**src/abs_pkg.sv**
```systemverilog
// ----------------------------------------------------------------------------
// abs_pkg: shared constants and types for the access block splitter
// Geometry of the split, field widths and the command/status bundles that
// pass between the controller and the datapath.
// ----------------------------------------------------------------------------
package abs_pkg;

   // split geometry
   localparam int BLOCK_BYTES      = 64;
   localparam int MAX_ACCESS_BYTES = 64;
   localparam int RESULT_LIMIT     = 11;

   // field widths
   localparam int THREAD_W = 8;
   localparam int ADDR_W   = 64;
   localparam int COUNT_W  = 7;
   localparam int SIZE_W   = 4;

   // derived widths
   localparam int OFFSET_W = $clog2(BLOCK_BYTES);
   localparam int ROOM_W   = OFFSET_W + 1;
   localparam int SEG_W    = (ROOM_W > COUNT_W) ? ROOM_W : COUNT_W;
   localparam int CHUNK_W  = $clog2(RESULT_LIMIT);

   // stream packing
   localparam int REQ_DATA_W = ((THREAD_W + ADDR_W + COUNT_W + 7) / 8) * 8;
   localparam int RSP_DATA_W = ((THREAD_W + ADDR_W + SIZE_W + 7) / 8) * 8;

   // chunk size codes
   localparam logic [SIZE_W-1:0] SIZE_1 = SIZE_W'(1);
   localparam logic [SIZE_W-1:0] SIZE_2 = SIZE_W'(2);
   localparam logic [SIZE_W-1:0] SIZE_4 = SIZE_W'(4);
   localparam logic [SIZE_W-1:0] SIZE_8 = SIZE_W'(8);

   // controller to datapath
   typedef struct packed {
      logic load;
      logic advance;
   } abs_cmd_type;

   // datapath to controller
   typedef struct packed {
      logic last;
      logic load_empty;
   } abs_status_type;

endpackage

```
**src/abs_datapath.sv**
```systemverilog
// ----------------------------------------------------------------------------
// abs_datapath: cursor, remaining count and chunk sizing
// Holds the access being split and derives the current chunk from the
// cursor offset within its block and the bytes still left.
// ----------------------------------------------------------------------------
module abs_datapath (
   input  logic                           clock,
   input  logic                           reset,
   input  abs_pkg::abs_cmd_type           cmd,
   output abs_pkg::abs_status_type        status,
   input  logic [abs_pkg::THREAD_W-1:0]   req_thread_id,
   input  logic [abs_pkg::ADDR_W-1:0]     req_start_address,
   input  logic [abs_pkg::COUNT_W-1:0]    req_byte_count,
   output logic [abs_pkg::THREAD_W-1:0]   chunk_thread,
   output logic [abs_pkg::ADDR_W-1:0]     chunk_address,
   output logic [abs_pkg::SIZE_W-1:0]     chunk_size
);
   import abs_pkg::*;

   logic [THREAD_W-1:0] thread_ff, thread_in;
   logic [ADDR_W-1:0]   cursor_ff, cursor_in;
   logic [COUNT_W-1:0]  left_ff, left_in;
   logic [CHUNK_W-1:0]  chunks_ff, chunks_in;

   logic [COUNT_W-1:0]  count_sat;
   logic [ROOM_W-1:0]   room;
   logic [SEG_W-1:0]    seg;
   logic [SIZE_W-1:0]   size;

   // saturate the requested length
   assign count_sat = (req_byte_count > COUNT_W'(MAX_ACCESS_BYTES))
                      ? COUNT_W'(MAX_ACCESS_BYTES) : req_byte_count;

   // bytes up to the next block boundary, then the segment length
   always_comb begin
      room = ROOM_W'(BLOCK_BYTES) - ROOM_W'(cursor_ff[OFFSET_W-1:0]);
      seg  = (SEG_W'(left_ff) < SEG_W'(room)) ? SEG_W'(left_ff) : SEG_W'(room);
      if (seg >= SEG_W'(8)) begin
         size = SIZE_8;
      end else if (seg >= SEG_W'(4)) begin
         size = SIZE_4;
      end else if (seg >= SEG_W'(2)) begin
         size = SIZE_2;
      end else begin
         size = SIZE_1;
      end
   end

   // status to the controller
   assign status.last       = (left_ff == COUNT_W'(size)) ||
                              (chunks_ff == CHUNK_W'(RESULT_LIMIT - 1));
   assign status.load_empty = (req_byte_count == '0);

   // next values: a new access wins over stepping the old one
   always_comb begin
      thread_in = thread_ff;
      cursor_in = cursor_ff;
      left_in   = left_ff;
      chunks_in = chunks_ff;
      if (cmd.load) begin
         thread_in = req_thread_id;
         cursor_in = req_start_address;
         left_in   = count_sat;
         chunks_in = '0;
      end else if (cmd.advance) begin
         cursor_in = cursor_ff + ADDR_W'(size);
         left_in   = left_ff - COUNT_W'(size);
         chunks_in = chunks_ff + CHUNK_W'(1);
      end
   end

   // control counters are reset; payload is not
   always_ff @(posedge clock) begin
      if (reset) begin
         left_ff   <= '0;
         chunks_ff <= '0;
      end else begin
         left_ff   <= left_in;
         chunks_ff <= chunks_in;
      end
   end

   always_ff @(posedge clock) begin
      thread_ff <= thread_in;
      cursor_ff <= cursor_in;
   end

   assign chunk_thread  = thread_ff;
   assign chunk_address = cursor_ff;
   assign chunk_size    = size;

endmodule

```
**src/abs_controller.sv**
```systemverilog
// ----------------------------------------------------------------------------
// abs_controller: handshake sequencer for the access block splitter
// Idles until an access comes, then offers one chunk per ready cycle until the
// datapath flags the last one. A new access may load on the last transfer.
// ----------------------------------------------------------------------------
module abs_controller (
   input  logic                     clock,
   input  logic                     reset,
   input  logic                     req_tvalid,
   output logic                     req_tready,
   output logic                     rsp_tvalid,
   input  logic                     rsp_tready,
   input  abs_pkg::abs_status_type  status,
   output abs_pkg::abs_cmd_type     cmd
);
   import abs_pkg::*;

   typedef enum logic {
      ST_IDLE,
      ST_RUN
   } state_type;

   state_type state_ff, state_in;
   logic      req_xfer;
   logic      rsp_xfer;

   // handshakes
   assign rsp_tvalid = (state_ff == ST_RUN);
   assign req_tready = (state_ff == ST_IDLE) || (rsp_tready && status.last);
   assign req_xfer   = req_tvalid && req_tready;
   assign rsp_xfer   = rsp_tvalid && rsp_tready;

   // commands
   assign cmd.load    = req_xfer;
   assign cmd.advance = rsp_xfer;

   // next state
   always_comb begin
      state_in = state_ff;
      unique case (state_ff)
         ST_IDLE: begin
            if (req_xfer && !status.load_empty) state_in = ST_RUN;
         end
         ST_RUN: begin
            if (req_xfer) begin
               state_in = status.load_empty ? ST_IDLE : ST_RUN;
            end else if (rsp_xfer && status.last) begin
               state_in = ST_IDLE;
            end
         end
         default: state_in = ST_IDLE;
      endcase
   end

   always_ff @(posedge clock) begin
      if (reset) begin
         state_ff <= ST_IDLE;
      end else begin
         state_ff <= state_in;
      end
   end

endmodule

```
**src/access_block_splitter_top.sv**
```systemverilog
// ----------------------------------------------------------------------------
// access_block_splitter_top: splits accesses at 64-byte block boundaries
// The first chunk is offered the cycle after the access transfer.
// Throughput: one chunk per cycle from the cursor adder while rsp_tready is
//   high, and the next access loads on the last chunk.
// A zero-length access gives no chunk.
// Reset: synchronous, clears the controller and counters to idle.
// ----------------------------------------------------------------------------
module access_block_splitter_top (
   input  logic                             clock,
   input  logic                             reset,
   // req_tdata: thread_id[7:0], start_address[71:8], byte_count[78:72], pad
   input  logic [abs_pkg::REQ_DATA_W-1:0]   req_tdata,
   input  logic                             req_tvalid,
   output logic                             req_tready,
   // rsp_tdata: chunk_thread[7:0], chunk_address[71:8], chunk_size[75:72], pad
   output logic [abs_pkg::RSP_DATA_W-1:0]   rsp_tdata,
   output logic                             rsp_tlast,
   output logic                             rsp_tvalid,
   input  logic                             rsp_tready
);
   import abs_pkg::*;

   localparam int ADDR_LO  = THREAD_W;
   localparam int COUNT_LO = THREAD_W + ADDR_W;
   localparam int RSP_USED = THREAD_W + ADDR_W + SIZE_W;

   abs_cmd_type    cmd;
   abs_status_type status;
   logic [THREAD_W-1:0] chunk_thread;
   logic [ADDR_W-1:0]   chunk_address;
   logic [SIZE_W-1:0]   chunk_size;

   abs_controller u_ctrl (
      .clock      (clock),
      .reset      (reset),
      .req_tvalid (req_tvalid),
      .req_tready (req_tready),
      .rsp_tvalid (rsp_tvalid),
      .rsp_tready (rsp_tready),
      .status     (status),
      .cmd        (cmd)
   );

   abs_datapath u_dp (
      .clock             (clock),
      .reset             (reset),
      .cmd               (cmd),
      .status            (status),
      .req_thread_id     (req_tdata[THREAD_W-1:0]),
      .req_start_address (req_tdata[COUNT_LO-1:ADDR_LO]),
      .req_byte_count    (req_tdata[COUNT_LO+COUNT_W-1:COUNT_LO]),
      .chunk_thread      (chunk_thread),
      .chunk_address     (chunk_address),
      .chunk_size        (chunk_size)
   );

   // pack the result
   assign rsp_tdata = {{(RSP_DATA_W-RSP_USED){1'b0}}, chunk_size, chunk_address, chunk_thread};
   assign rsp_tlast = status.last;

   // more chunks follow a non-final transfer
   a_more_follow: assert property (@(posedge clock) disable iff (reset)
      rsp_tvalid && rsp_tready && !rsp_tlast && !req_tready |=> rsp_tvalid)
      else $error("chunk stream stopped before last chunk");

   // consecutive chunks of one access are contiguous
   a_contiguous: assert property (@(posedge clock) disable iff (reset)
      rsp_tvalid && rsp_tready && !rsp_tlast |=>
         chunk_address == $past(chunk_address) + ADDR_W'($past(chunk_size)))
      else $error("chunk address not contiguous");

   // a chunk never crosses a block boundary and has a legal size
   a_in_block: assert property (@(posedge clock) disable iff (reset)
      rsp_tvalid |-> ((ROOM_W'(chunk_address[OFFSET_W-1:0]) + ROOM_W'(chunk_size))
                      <= ROOM_W'(BLOCK_BYTES)) &&
                     (chunk_size == SIZE_1 || chunk_size == SIZE_2 ||
                      chunk_size == SIZE_4 || chunk_size == SIZE_8))
      else $error("chunk crosses block boundary or bad size");

   // a zero-length access gives no chunk
   a_zero_len: assert property (@(posedge clock) disable iff (reset)
      req_tvalid && req_tready && (req_tdata[COUNT_LO+COUNT_W-1:COUNT_LO] == '0)
      |=> !rsp_tvalid)
      else $error("chunk emitted for zero-length access");

endmodule
```
**config.mk**
```make
export PLATFORM = sky130hd
export DESIGN_NAME = access_block_splitter_top
export DESIGN_NICKNAME = d
export VERILOG_FILES = /design/src/abs_pkg.sv /design/src/abs_datapath.sv /design/src/abs_controller.sv /design/src/access_block_splitter_top.sv
export SDC_FILE = /design/constraint.sdc
export NUM_CORES = 1
export LEC_CHECK = 0
export ABC_AREA = 1
export BUFFER_PORTS_ARGS = -buffer_cell sky130_fd_sc_hd__buf_2
export CORE_MARGIN = 8
export CORE_UTILIZATION = 59
export CTS_BUF_LIST = sky130_fd_sc_hd__clkbuf_4 sky130_fd_sc_hd__clkbuf_8 sky130_fd_sc_hd__clkbuf_16
export DETAILED_ROUTE_END_ITERATION = 12
export PLACE_DENSITY_LB_ADDON = 0.08
export SYNTH_ARGS = -nofsm -noshare
export SYNTH_HDL_FRONTEND = slang
export SYNTH_SLANG_ARGS = --single-unit
```
**constraint.sdc**
```tcl
create_clock -name clock -period 8.5 [get_ports clock]
set_clock_uncertainty 0.15 [all_clocks]
set_input_delay 1.275 -clock clock [delete_from_list [all_inputs] [get_ports clock]]
set_output_delay 1.275 -clock clock [all_outputs]
set_load 0.02 [all_outputs]
```
-- Word level (Yosys, flattened, before mapping)
Cells that the tools add are included.
- flip-flop bits (word level): 84
- output and inout bits: 83
- logic and storage cells: 42
- add/subtract/negate cells: 4
- magnitude comparators: 5
- equal/unequal tests: 2
- mux-type cells: 14
- bitwise logic cells: 1
- reductions and logical operators: 11
- operators by type and width (kind ; number):
    $mux 64 ; 2
    $add 64x4->64 ; 1
    $mux 7 ; 4
    $mux 4 ; 2
    $eq 7x4->1 ; 1
    $ge 7x2->1 const B ; 1
    $ge 7x3->1 const B ; 1
    $ge 7x4->1 const B ; 1
    $gt 7x7->1 const B ; 1
    $logic_not 7->1 ; 1
    $lt 7x7->1 ; 1
    $sub 7x4->7 ; 1
    $sub 7x6->7 const A ; 1
    $logic_and 1x1->1 ; 5
    $add 4x1->4 const B ; 1
    $eq 4x4->1 const B ; 1
    $mux 1 ; 4
    $logic_or 1x1->1 ; 2
    $mux 2 ; 1
    $pmux 1 s2 ; 1
    $reduce_bool 2->1 ; 1
    $reduce_or 2->1 ; 1
    $logic_not 1->1 ; 1
    $not 1->1 ; 1

-- Longest topological paths before layout
Gate-level depths: netlist (run 1).
- depth after elaboration: 15
- depth in mapped cells: 29
- depth with buffers taken out: 29

-- Hierarchy
From an unflattened synthesis (run 1), not the netlist that was laid out.
- cell total of the unflattened synthesis: 915
- area total of the unflattened synthesis: 6243.5 um2
- modules (own cells, without submodules) (module ; instances ; cells an instance ; area an instance (um2) ; sequential area each (um2)):
    abs_datapath ; 1 ; 899 ; 6137.1 ; 2382.3
    abs_controller ; 1 ; 11 ; 72.6 ; 20.0
    access_block_splitter_top ; 1 ; 5 ; 33.8 ; 0.0

-- Least setup slack after synthesis (run 1)
No wires, ideal clock.
- kind: reg-to-output
- from: reg u_dp.cursor_ff[2], in the netlist u_dp.chunk_address[2]
- to: out req_tready
- arrival: 3723 ps
- data required time: 7075 ps
- slack: 3352 ps
- stages on the path, launching flop included: 22
- path through: edfxtp_1 nor2_2 nand4_1 or2_2 nand2_1 inv_1 ha_1 nand2_1 nor2_1 a21boi_0 nand3_2 nand2_2 nand2_1 nand2_1 nand2_2 nor2_2 inv_1 ha_1 nand3_1 o21ai_2 nand2_1 nand2_4
- RTL lines (item ; RTL line ; RTL):
    start: declaration ; abs_datapath.sv:21 ; logic [ADDR_W-1:0] cursor_ff, cursor_in;
    start signal: assignment ; abs_datapath.sv:85 ; cursor_ff <= cursor_in;
    $sub 7x6->7 * ; abs_datapath.sv:36 ; room = ROOM_W'(BLOCK_BYTES) - ROOM_W'(cursor_ff[OFFSET_W-1:0]);
    $lt 7x7->1 ; abs_datapath.sv:37 ; seg = (SEG_W'(left_ff) < SEG_W'(room)) ? SEG_W'(left_ff) : SEG_W'(room);
    $mux 7 * ; abs_datapath.sv:37 ;
    $ge 7x4->1 * ; abs_datapath.sv:38 ; if (seg >= SEG_W'(8)) begin
    $mux 4 * ; abs_datapath.sv:38 ;
    net rsp_tdata (one bit) ; access_block_splitter_top.sv:17 ; output logic [abs_pkg::RSP_DATA_W-1:0] rsp_tdata,
    $eq 7x4->1 * ; abs_datapath.sv:50 ; assign status.last = (left_ff == COUNT_W'(size)) ||
    $logic_or 1x1->1 * ; abs_datapath.sv:50 ;
    net rsp_tlast ; access_block_splitter_top.sv:18 ; output logic rsp_tlast,
    $logic_and 1x1->1 * ; abs_controller.sv:29 ; assign req_tready = (state_ff == ST_IDLE) || (rsp_tready && status.last);
    $logic_or 1x1->1 * ; abs_controller.sv:29 ;
    end: declaration ; access_block_splitter_top.sv:15 ; output logic req_tready,
Mark *: on every way through the listed nets, which the timed path passes. The rest lies on a longest branch.

-- Worst setup path in the final report (run 1)
- from: reg u_dp.cursor_ff[2], in the netlist u_dp.chunk_address[2]
- to: reg u_dp.cursor_ff[12], in the netlist u_dp.chunk_address[12], data pin
- longest elaborated chain between the ends: 13
- ends and longest elaborated chain (item ; RTL line ; RTL):
    branches (longest 12 deep; another with $add 64x4->64) ; -- ;
    $mux 64 * ; abs_datapath.sv:60 ; if (cmd.load) begin
    net u_dp.cursor_in[12] ; abs_datapath.sv:21 ;
Mark *: on every way through the listed nets, which the timed path passes. The select of a mux whose other input is x is not followed.
A chain may end at the register's enable or synchronous reset.

==> flow_summary_export.csv, run 1 <==
group,metric,value,unit
outcome,status,"finished, final reports clean",
synthesis,yosys.cell_count.top_type,"nand2_1",
finish,fill_cells,985,
flow_run,cap_violations,0,
finish,final_area,7550,µm²
critical_path,crit_buf_inv,4,
clocking,cts_tree,"done",
finish,area_delta_synth_final,16.5,%
worst_hold_path,worstHoldStart,"u_dp.left_ff[0]",
synthesis,synth_cells,931,
grt,overflow,0,
synthesis,synth-warning-count,0,
clocking,hold_buffers,0,
grt,grt_start_max_net_pins,68,
critical_path,timing.rr.start,"u_dp.chunk_address[2]",
synthesis,synth_seq_cells,84,
sta,final-max-slew-violation-count,0,
power_and_ir_drop,seq_power_share,0.334,
sta,period_minus_slack,5960,ps
finish,fin_cells,1233,
sta,rsz0062_at_grt,"no",
synthesis,synthTopCellsByCount,"327 x nand2_1, 110 x nor2_1, 109 x inv_1, 72 x edfxtp_1, 67 x nand3_1",
critical_path,crit_path_end_kind,"flop",
worst_hold_path,hold_class,"flop to flop",
finish,fin_nets,1190,
synthesis,ys.flop_type,"edfxtp_1",
worst_hold_path,whs_endpoint,"u_dp.left_ff[0]",
grt,use_met3,0.0671,
drt,drt_iter0_markers,706,
sta,setup-tns-final,0,ps
clocking,htreeDepth,3,
critical_path,r2r_slack,2540,ps
grt,antenna_found_initial,0,
critical_path,reg2regPathDepth,25,
critical_path,worst-path-max-fanout,67,
critical_path,critical-path-slowest-cell,"inv_2",
critical_path,critPathRequiredTime,8470,ps
synthesis,synth_area_leaders,"edfxtp_1 33%, nand2_1 19%, nor2_1 6.4%, inv_1 6.3%, nand3_1 5.2%",
critical_path,cp-start-kind,"flop",
clocking,path_clk_slew,100,ps
power_and_ir_drop,p_int,1040,µW
grt,grt_util_met2,0.435,
sta,final-setup-viol-count,0,
grt,grt_pass1_wl,32000,µm
power_and_ir_drop,p_switching,974,µW
die,die_area,14600,µm²
critical_path,worst_path_most_repeated_cell,"nand2_1",
drt,avgRoutedWirePerCell,16.3,µm
drt,ant_nets,0,
worst_hold_path,hold_depth,2,
drt,vias,6630,
clocking,root_buffer,"clkbuf_8",
clocking,cts_made_buffers,9,
power_and_ir_drop,power,2010,µW
die,chipHeight,121,µm
placement,gp_congestion,0.935,
sta,slew_headroom,0.502,
power_and_ir_drop,clkPwrFrac,0.145,
power_and_ir_drop,p_leak,0.00358,µW
sta,tightest_slew,746,ps
grt,grt_pass1_vias,6373,
synthesis,async_reset_ff_frac,0,
grt,grt_usage,0.276,
die,ioPinCount,167,
clocking,cts_buffer_depth,2,
clocking,cts_setup_buffers,0,
critical_path,critical_path.max_stage_delay,690,ps
sta,hold_viol,0,
critical_path,worstSetupPathType,"flop to flop",
drt,drc,0,
synthesis,ys_types,37,
grt,grt_util_met1,0.358,
placement,hpwl,16000,µm
synthesis,syn_area,6480,µm²
power_and_ir_drop,power_frac_comb,0.521,
synthesis,synth_edf_count,72,
finish,diodes,0,
clocking,cts.sinks,84,
clocking,cts_resized,0,
critical_path,r2r-end,"u_dp.chunk_address[12]",
placement,dp_cells,1217,
placement,placed_area,7360,µm²
power_and_ir_drop,vdd_drop_max,0.277,mV
drt,drt-total-wl,20100,µm
synthesis,ys_seq_area_frac,0.370,
critical_path,critical_path.top_delay_family,"simple AND/OR/NAND/NOR gates",
grt,top_usage_layer,"met2",
synthesis,synthDominantCellAreaShare,0.333,
power_and_ir_drop,p_per_area,266,nW/µm²
sta,post-route-period-util,0.701,
synthesis,syn_avg_cell_area,6.97,µm²
drt,drt_first_pass_iters,6,
drt,viasPerCell,5.38,
die,core_area,10800,µm²
synthesis,yosys.area.top_type,"edfxtp_1",
die,floorplan.initialDensity,0.601,
critical_path,crit_arrival,5930,ps
finish,drive_gt1_frac,0.198,
die,core.rowCount,38,
clocking,clock_latency,390,ps
power_and_ir_drop,switching_share,0.485,
placement,io_buffers,161,
sta,fmax,0.168,GHz
die,die_w,121,µm
registers in the layout, indices dropped and copies added, names as in the netlist:
register and cells:
u_dp.chunk_address 64, u_dp.chunk_thread 8, u_dp.left_ff 7, u_dp.chunks_ff 4, u_ctrl.rsp_tvalid 1
cell type report:
type	count	area [µm²]	area share
repair buffers	163	821	0.109
flip-flops and latches	84	2400	0.318
multi-input cells	718	3540	0.469
well taps	140	175	0.0232
inverters	112	420	0.0557
clock buffers	9	124	0.0164
clock inverters	7	68.8	0.00911
metrics by stage:
stage | setup slack [ps] | hold WS, ps | util
after floorplan | 3350 | 288 | -
after global placement | 2720 | 317 | 0.682
after detailed placement | 2620 | 320 | 0.682
after CTS | 2590 | 335 | 0.700
after global routing | 2060 | 354 | 0.700
final | 2540 | 337 | 0.700
placed cells by master (no fill, tap or decap), drive strengths merged:
cell type	n
a21boi	1
a21oi	12
a31oi	10
and2	1
buf	163
clkbuf	9
clkinv	1
clkinvlp	2
conb	4
dfxtp	12
edfxtp	72
fa	2
ha	16
inv	116
nand2	337
nand3	69
nand3b	11
nand4	32
nor2	118
nor3	24
o21a	1
o21ai	34
or2	6
xnor2	15
xor2	25
how the worst max path moves through the flow:
stage,endpoint,slack (ps),start,depth (start not counted)
after floorplan,req_tready,3350,u_dp.chunk_address[2],21
after global routing,u_dp.chunk_address[12],2060,u_dp.chunk_address[1],25
after detailed placement,u_dp.chunk_address[12],2620,u_dp.chunk_address[2],25
after global placement,u_dp.chunk_address[11],2720,u_dp.chunk_address[2],25
after CTS,u_dp.chunk_address[12],2590,u_dp.chunk_address[2],25
final,u_dp.chunk_address[12],2540,u_dp.chunk_address[2],25
power by group through the flow:
| stage | sequential, µW | clock [µW] | combinational, µW |
|---|---|---|---|
| floorplan | 733 | 0 | 705 |
| global placement | 676 | 0 | 1020 |
| detailed placement | 677 | 0 | 1040 |
| CTS | 668 | 292 | 1040 |
| global route | 685 | 306 | 1170 |
| finish | 672 | 292 | 1050 |
logic make-up (layout without fill, tap and decap cells):
family,Yosys count,after routing,share of synthesized area
xor+xnor,40,40,0.0540
buf+inv,132,291,0.0851
fa+ha+maj,18,18,0.0370
simple gates,598,598,0.402
compound gates,58,58,0.0504
flops,84,84,0.370
other cells,1,4,0.000578
tightest hold or removal path, stage by stage (launching register included):
cell and delay, ps:
dfxtp_1 330, nand2_1 60, a21oi_1 60
metal layers:
layer / part of all wire / wire, µm
met1: 0.42 / 8460
met2: 0.45 / 9110
met3: 0.099 / 1990
met4: 0.025 / 510
met5: 0 / 0
Note: power is estimated with default switching activity, not from simulation.
==> run 2: changes to the inputs <==
--- a/config.mk
+++ b/config.mk
@@ -5,10 +5,10 @@
 export SDC_FILE = /design/constraint.sdc
 export NUM_CORES = 1
 export LEC_CHECK = 0
-export ABC_AREA = 1
+export ABC_AREA = 0
 export BUFFER_PORTS_ARGS = -buffer_cell sky130_fd_sc_hd__buf_2
 export CORE_MARGIN = 8
-export CORE_UTILIZATION = 59
+export CORE_UTILIZATION = 47
 export CTS_BUF_LIST = sky130_fd_sc_hd__clkbuf_4 sky130_fd_sc_hd__clkbuf_8 sky130_fd_sc_hd__clkbuf_16
 export DETAILED_ROUTE_END_ITERATION = 12
 export PLACE_DENSITY_LB_ADDON = 0.08
==> constraint.sdc (replaced) <==
create_clock -name clock -period 5.1 [get_ports clock]
set_clock_uncertainty 0.15 [all_clocks]
set_input_delay 0.765 -clock clock [delete_from_list [all_inputs] [get_ports clock]]
set_output_delay 0.765 -clock clock [all_outputs]
set_load 0.02 [all_outputs]
==> run 2 against run 1 <==
  * Routed wire length down 27%
  * Critical path depth down 8
  * Via count down 27%
  * First-iteration DRC count shrank 40%
  * Power is 78% higher
  * Final area down 10%
  * Non-clock buffer count up 15
  * Worst hold slack improved by 18 ps
  * Die area increased by 5.6%
  * Highest routed layer is now met5
==> flow_summary_export.csv, run 2 <==
group,metric,value,unit
clocking,clock_latency,340,ps
placement,hpwl,10900,µm
die,chipHeight,124,µm
synthesis,synthDominantCellAreaShare,0.393,
drt,drc,0,
synthesis,syn_area,5500,µm²
placement,gp_congestion,0.850,
die,core_area,11400,µm²
grt,grt_usage,0.193,
critical_path,crit_chain,"inv_1 > ha_2 > xor2_2 > ha_1 > a21oi_1 > o21ai_0 > maj3_2 > a2111oi_4 > a21oi_2 > buf_4 > mux2_2 > ha_1 > nand4_1 > o21ai_2 > nand2_1 > nand2_1 > buf_2",
grt,grt_start_max_net_pins,62,
finish,largest_register_ffs,64,
synthesis,ys.flop_type,"edfxtp_1",
synthesis,syn_avg_cell_area,9.37,µm²
power_and_ir_drop,seq_power_share,0.329,
power_and_ir_drop,clkPwrFrac,0.167,
synthesis,synth-warning-count,0,
clocking,path_clk_slew,60,ps
sta,post-route-period-util,0.949,
finish,fin_cells,890,
drt,drt_first_pass_iters,4,
clocking,cts_buffer_depth,2,
critical_path,critPathRequiredTime,4180,ps
power_and_ir_drop,p_int,2070,µW
die,ioPinCount,167,
grt,antenna_found_initial,1,
synthesis,yosys.area.top_type,"edfxtp_1",
sta,final-max-slew-violation-count,0,
finish,fin_nets,844,
critical_path,r2r_slack,370,ps
flow_run,cap_violations,0,
power_and_ir_drop,power_frac_comb,0.504,
drt,viasPerCell,5.45,
sta,hold_viol,0,
clocking,htreeDepth,3,
die,die_w,124,µm
sta,slew_headroom,0.344,
grt,overflow,0,
clocking,cts_tree,"done",
sta,setup-tns-final,0,ps
finish,final_core_util,0.595,
critical_path,timing.rr.start,"u_dp.chunk_address[0]",
power_and_ir_drop,vdd_drop_max,0.316,mV
power_and_ir_drop,p_leak,0.00260,µW
synthesis,synth_edf_count,72,
power_and_ir_drop,power,3570,µW
drt,ant_nets,0,
critical_path,critical-path-slowest-cell,"edfxtp_1",
sta,period_minus_slack,4840,ps
synthesis,synth_cells,587,
critical_path,reg2regPathDepth,19,
finish,seq_area,2400,µm²
drt,drt-total-wl,14700,µm
die,die_area,15400,µm²
synthesis,ys_seq_area_frac,0.437,
finish,area_delta_synth_final,23.6,%
finish,diodes,0,
critical_path,worst-path-max-fanout,5,
worst_hold_path,whs_endpoint,"u_dp.left_ff[4]",
drt,vias,4853,
finish,layout_common_cells,"161 x buf_2, 98 x nand2_1, 72 x edfxtp_1",
power_and_ir_drop,p_per_area,525,nW/µm²
power_and_ir_drop,p_switching,1500,µW
critical_path,crit_path_end_kind,"output port",
critical_path,crit_arrival,3930,ps
worst_hold_path,hold_depth,2,
critical_path,worstSetupPathType,"flop to output port",
power_and_ir_drop,switching_share,0.420,
die,floorplan.initialDensity,0.482,
placement,dp_cells,873,
critical_path,cp-start-kind,"flop",
clocking,cts_made_buffers,9,
finish,multi_input_area,2890,µm²
sta,hold_ws,355,ps
drt,avgRoutedWirePerCell,16.5,µm
placement,io_buffers,161,
finish,drive_gt1_frac,0.303,
critical_path,r2r-end,"u_dp.chunk_address[58]",
finish,fill_cells,1054,
synthesis,synth_seq_cells,84,
sta,rsz0062_at_grt,"no",
synthesis,synthTopCellsByCount,"98 x nand2_1, 72 x edfxtp_1, 51 x xnor2_1, 41 x o21ai_0, 26 x clkbuf_1",
grt,grt_pass1_wl,23800,µm
synthesis,ys_types,51,
die,core.rowCount,39,
finish,mostFrequentLayoutCell,"buf_2",
synthesis,async_reset_ff_frac,0,
worst_hold_path,worstHoldStart,"u_dp.left_ff[4]",
critical_path,critical_path.max_stage_delay,400,ps
clocking,cts.sinks,84,
synthesis,yosys.cell_count.top_type,"nand2_1",
sta,final-setup-viol-count,0,
grt,grt_pass1_vias,4875,
sta,fmax,0.207,GHz
worst_hold_path,hold_class,"flop to flop",
clocking,root_buffer,"clkbuf_16",
synthesis,synth_area_leaders,"edfxtp_1 39%, xnor2_1 8.1%, nand2_1 6.7%, dfxtp_1 4.4%, o21ai_0 3.7%",
outcome,status,"finished, final reports clean",
sta,tightest_slew,983,ps
drt,drt_iter0_markers,426,
[run 2: cell types whose count changed in the layout (fill, tap and decap cells not counted), sizes merged, moves of 15 or more]
cell / previous run / this run
nor4: 0 / 19
nand3: 69 / 19
nand4: 32 / 14
nor2: 118 / 23
xnor2: 15 / 51
o21ai: 34 / 64
inv: 116 / 25
buf: 163 / 178
nand2: 337 / 98
[run 2: logic make-up (layout without fill, tap and decap cells)]
| kind of cell | after synthesis | count (layout) | synth area share |
|---|---|---|---|
| AO/OA/AOI/OAI | 101 | 101 | 0.104 |
| XOR/XNOR | 66 | 66 | 0.105 |
| adder cells (fa/ha/maj) | 19 | 19 | 0.0455 |
| buffers and inverters | 62 | 219 | 0.0487 |
| flip-flops | 84 | 84 | 0.437 |
| multiplexers | 8 | 8 | 0.0157 |
| other | 1 | 4 | 0.000682 |
| AND/OR/NAND/NOR | 246 | 246 | 0.243 |
[run 2: cell type report]
| type | instances | area share |
|---|---|---|
| inverter | 25 | 0.0142 |
| timing repair buffer | 178 | 0.143 |
| sequential | 84 | 0.353 |
| tap | 143 | 0.0263 |
| clock inverter | 4 | 0.00239 |
| clock buffer | 12 | 0.0364 |
| multi-input combinational | 444 | 0.424 |
[run 2: per-layer routing]
layer | track usage | part of all wire | vias up
li1 | - | - | 2414
met1 | 0.256 | 0.44 | 2242
met2 | 0.295 | 0.45 | 170
met3 | 0.0485 | 0.091 | 25
met4 | 0.0781 | 0.020 | 2
met5 | 0 | 0.00081 | -
[run 2: worst max-delay path by stage]
stage                                startpoint                      to  cells after the start  slack (ps)
after detailed placement  u_dp.chunk_address[0]  u_dp.chunk_address[62]                     19          30
after global placement    u_dp.chunk_address[1]  u_dp.chunk_address[62]                     19         320
after floorplan           u_dp.chunk_address[1]  u_dp.chunk_address[36]                     19          20
after global routing      u_dp.chunk_address[0]              req_tready                     17          10
final                     u_dp.chunk_address[0]              req_tready                     17         260
after CTS                 u_dp.chunk_address[0]              req_tready                     17          10
[run 2: timing repair]
item                                    CTS  global route
endpoints found under the setup margin    1            37
setup buffers                             0             1
pin swaps                                 0             1
hold buffers                              0             0
gates resized for setup                   2             8
[run 2: critical path: cells and delay by family, from the launching register on]
kind | cells | cell delay [ps]
fa+ha+maj | 4 | 1150
compound gates | 5 | 860
buf+inv | 3 | 420
flops | 1 | 400
simple gates | 3 | 290
mux | 1 | 280
xor+xnor | 1 | 170
[run 2: power groups by stage]
stage | Clock (µW) | Combinational, µW | Sequential, µW
floorplan | 0 | 1040 | 1310
global placement | 0 | 1660 | 1170
detailed placement | 0 | 1710 | 1180
CTS | 613 | 1730 | 1170
global route | 646 | 2010 | 1200
finish | 596 | 1800 | 1180
[run 2: through the flow]
| stage | setup WS, ps | cell area [µm²] |
|---|---|---|
| 2_1_floorplan | 17.3 | 5520 |
| 3_3_place_gp | 316 | 6490 |
| 3_5_place_dp | 32.7 | 6490 |
| 4_1_cts | 12.0 | 6750 |
| 5_1_grt | 13.0 | 6800 |
| 6_report | 258 | 6800 |
==> run 3: changes to the inputs <==
--- a/config.mk
+++ b/config.mk
@@ -11,7 +11,9 @@
 export CORE_UTILIZATION = 47
 export CTS_BUF_LIST = sky130_fd_sc_hd__clkbuf_4 sky130_fd_sc_hd__clkbuf_8 sky130_fd_sc_hd__clkbuf_16
 export DETAILED_ROUTE_END_ITERATION = 12
-export PLACE_DENSITY_LB_ADDON = 0.08
+export PLACE_DENSITY_LB_ADDON = 0.05
+export SKIP_CTS_REPAIR_TIMING = 1
+export SLEW_MARGIN = 15
 export SYNTH_ARGS = -nofsm -noshare
 export SYNTH_HDL_FRONTEND = slang
 export SYNTH_SLANG_ARGS = --single-unit
==> run 3 against run 2 <==
  * Clock power is 10% higher
  * Non-clock buffer count is 1 higher
  * Core utilization is 0.14 points higher
  * Flip-flop and latch count stayed put
  * Worst setup slack better by 48 ps
  * Via count is 1.5% lower
  * Maximum frequency is 1.0% higher
==> flow_summary_export.csv, run 3 (synthesis gave the netlist of run 2 again) <==
group,metric,value,unit
grt,grt_start_max_net_pins,47,
critical_path,crit_path_end_kind,"output port",
outcome,status,"finished, final reports clean",
placement,hpwl,10800,µm
grt,grt_pass1_wl,22600,µm
placement,gp_congestion,0.827,
finish,area_delta_synth_final,23.9,%
critical_path,worst-path-max-fanout,7,
finish,largest_register_ffs,64,
sta,final-max-slew-violation-count,0,
critical_path,crit_chain,"inv_1 > ha_1 > xor2_1 > ha_1 > a21oi_1 > o21ai_0 > maj3_1 > a2111oi_2 > a21oi_2 > mux2_2 > ha_1 > nand4_1 > o21ai_2 > nand2_1 > nand2_1 > buf_2",
critical_path,critical_path.max_stage_delay,400,ps
worst_hold_path,hold_class,"flop to flop",
drt,drc,0,
sta,post-route-period-util,0.940,
clocking,clock_latency,330,ps
clocking,cts_made_buffers,9,
clocking,cts_buffer_depth,2,
worst_hold_path,hold_depth,2,
sta,fin_ws,307,ps
finish,diodes,0,
sta,period_minus_slack,4790,ps
die,ioPinCount,167,
drt,ant_nets,0,
power_and_ir_drop,vdd_drop_max,0.380,mV
critical_path,worstSetupPathType,"flop to output port",
die,core.rowCount,39,
critical_path,worst_path_most_repeated_cell,"ha_1",
clocking,cts.sinks,84,
sta,hold_ws,357,ps
critical_path,crit_arrival,3880,ps
drt,drt_first_pass_iters,5,
sta,fmax,0.209,GHz
sta,slew_headroom,0.510,
sta,final-setup-viol-count,0,
critical_path,r2r_slack,310,ps
critical_path,crit_cells,16,
grt,overflow,0,
die,die_area,15400,µm²
die,core_area,11400,µm²
die,floorplan.initialDensity,0.482,
placement,dp_worst_setup_slack,54.1,ps
drt,drt-total-wl,14600,µm
die,chipHeight,124,µm
clocking,root_buffer,"clkbuf_16",
finish,fin_nets,845,
drt,avgRoutedWirePerCell,16.4,µm
clocking,htreeDepth,3,
critical_path,reg2regPathDepth,19,
sta,rsz0062_at_grt,"no",
power_and_ir_drop,p_per_area,522,nW/µm²
die,die_w,124,µm
sta,setup-tns-final,0,ps
critical_path,critical_path.top_delay_family,"adder cells",
critical_path,cp-start-kind,"flop",
clocking,cts_tree,"done",
critical_path,critPathRequiredTime,4180,ps
grt,grt_pass1_vias,4591,
power_and_ir_drop,p_leak,0.00261,µW
grt,grt_usage,0.184,
critical_path,crit_buf_inv,2,
finish,drive_gt1_frac,0.301,
placement,io_buffers,161,
finish,fill_cells,1006,
grt,antenna_found_initial,0,
clocking,path_clk_slew,60,ps
flow_run,cap_violations,0,
finish,layout_common_cells,"161 x buf_2, 98 x nand2_1, 72 x edfxtp_1",
drt,drt_iter0_markers,370,
sta,tightest_slew,734,ps
sta,hold_viol,0,
finish,mostFrequentLayoutCell,"buf_2",
drt,viasPerCell,5.36,
drt,vias,4780,
critical_path,critical-path-slowest-cell,"a2111oi_2",
[run 3: cell types whose count changed in the layout (fill, tap and decap cells not counted), sizes merged]
cell | previous run | this run
buf | 178 | 179
bufinv | 0 | 1
clkbuf | 12 | 11
clkinv | 4 | 2
clkinvlp | 0 | 2
[run 3: power breakdown]
part / total, µW / switching (µW) / leakage, µW / internal [µW]
sequential: 1150 / 169 / 0.000802 / 983
combinational: 1750 / 1030 / 0.00167 / 718
clock: 657 / 269 / 0.000138 / 388
[run 3: layout make-up]
| type | count | area [µm²] | share of cell area |
|---|---|---|---|
| multi-input cells | 444 | 2860 | 0.420 |
| flip-flops and latches | 84 | 2400 | 0.353 |
| repair buffers | 179 | 982 | 0.144 |
| clock buffers | 11 | 240 | 0.0353 |
| well taps | 143 | 179 | 0.0263 |
| inverters | 25 | 96.3 | 0.0141 |
| clock inverters | 5 | 52.6 | 0.00771 |
[run 3: path summary, 6_finish.rpt]
check,startpoint,to
setup / recovery,u_dp.chunk_address[1],req_tready
hold / removal,u_dp.left_ff[4],u_dp.left_ff[4]
setup reg to reg,u_dp.chunk_address[1],u_dp.chunk_address[62]
hold reg to reg,u_dp.left_ff[4],u_dp.left_ff[4]
[run 3: routing by layer]
metal | share of wire | vias up | GRT usage
met1 | 0.47 | 2180 | 0.254
li1 | - | 2421 | -
met4 | 0.0097 | 0 | 0.0550
met5 | 0 | - | 0
met2 | 0.43 | 170 | 0.279
met3 | 0.090 | 9 | 0.0476
[run 3: tightest hold or removal path, delay by kind of cell, from the launching register on]
| kind | cells | cell delay (ps) |
|---|---|---|
| and+or+nand+nor | 1 | 70 |
| DFF | 1 | 340 |
| AOI/OAI and AO/OA | 1 | 50 |
[run 3: through the flow]
stage | util | area (µm²) | std cells | total power (µW)
3_3_place_gp | 0.569 | 6500 | 875 | 2840
4_1_cts | 0.595 | 6790 | 891 | 3550
3_5_place_dp | 0.569 | 6500 | 875 | 2880
6_report | 0.597 | 6810 | 891 | 3560
2_1_floorplan | - | 5520 | 590 | 2350
5_1_grt | 0.597 | 6810 | 891 | 3810
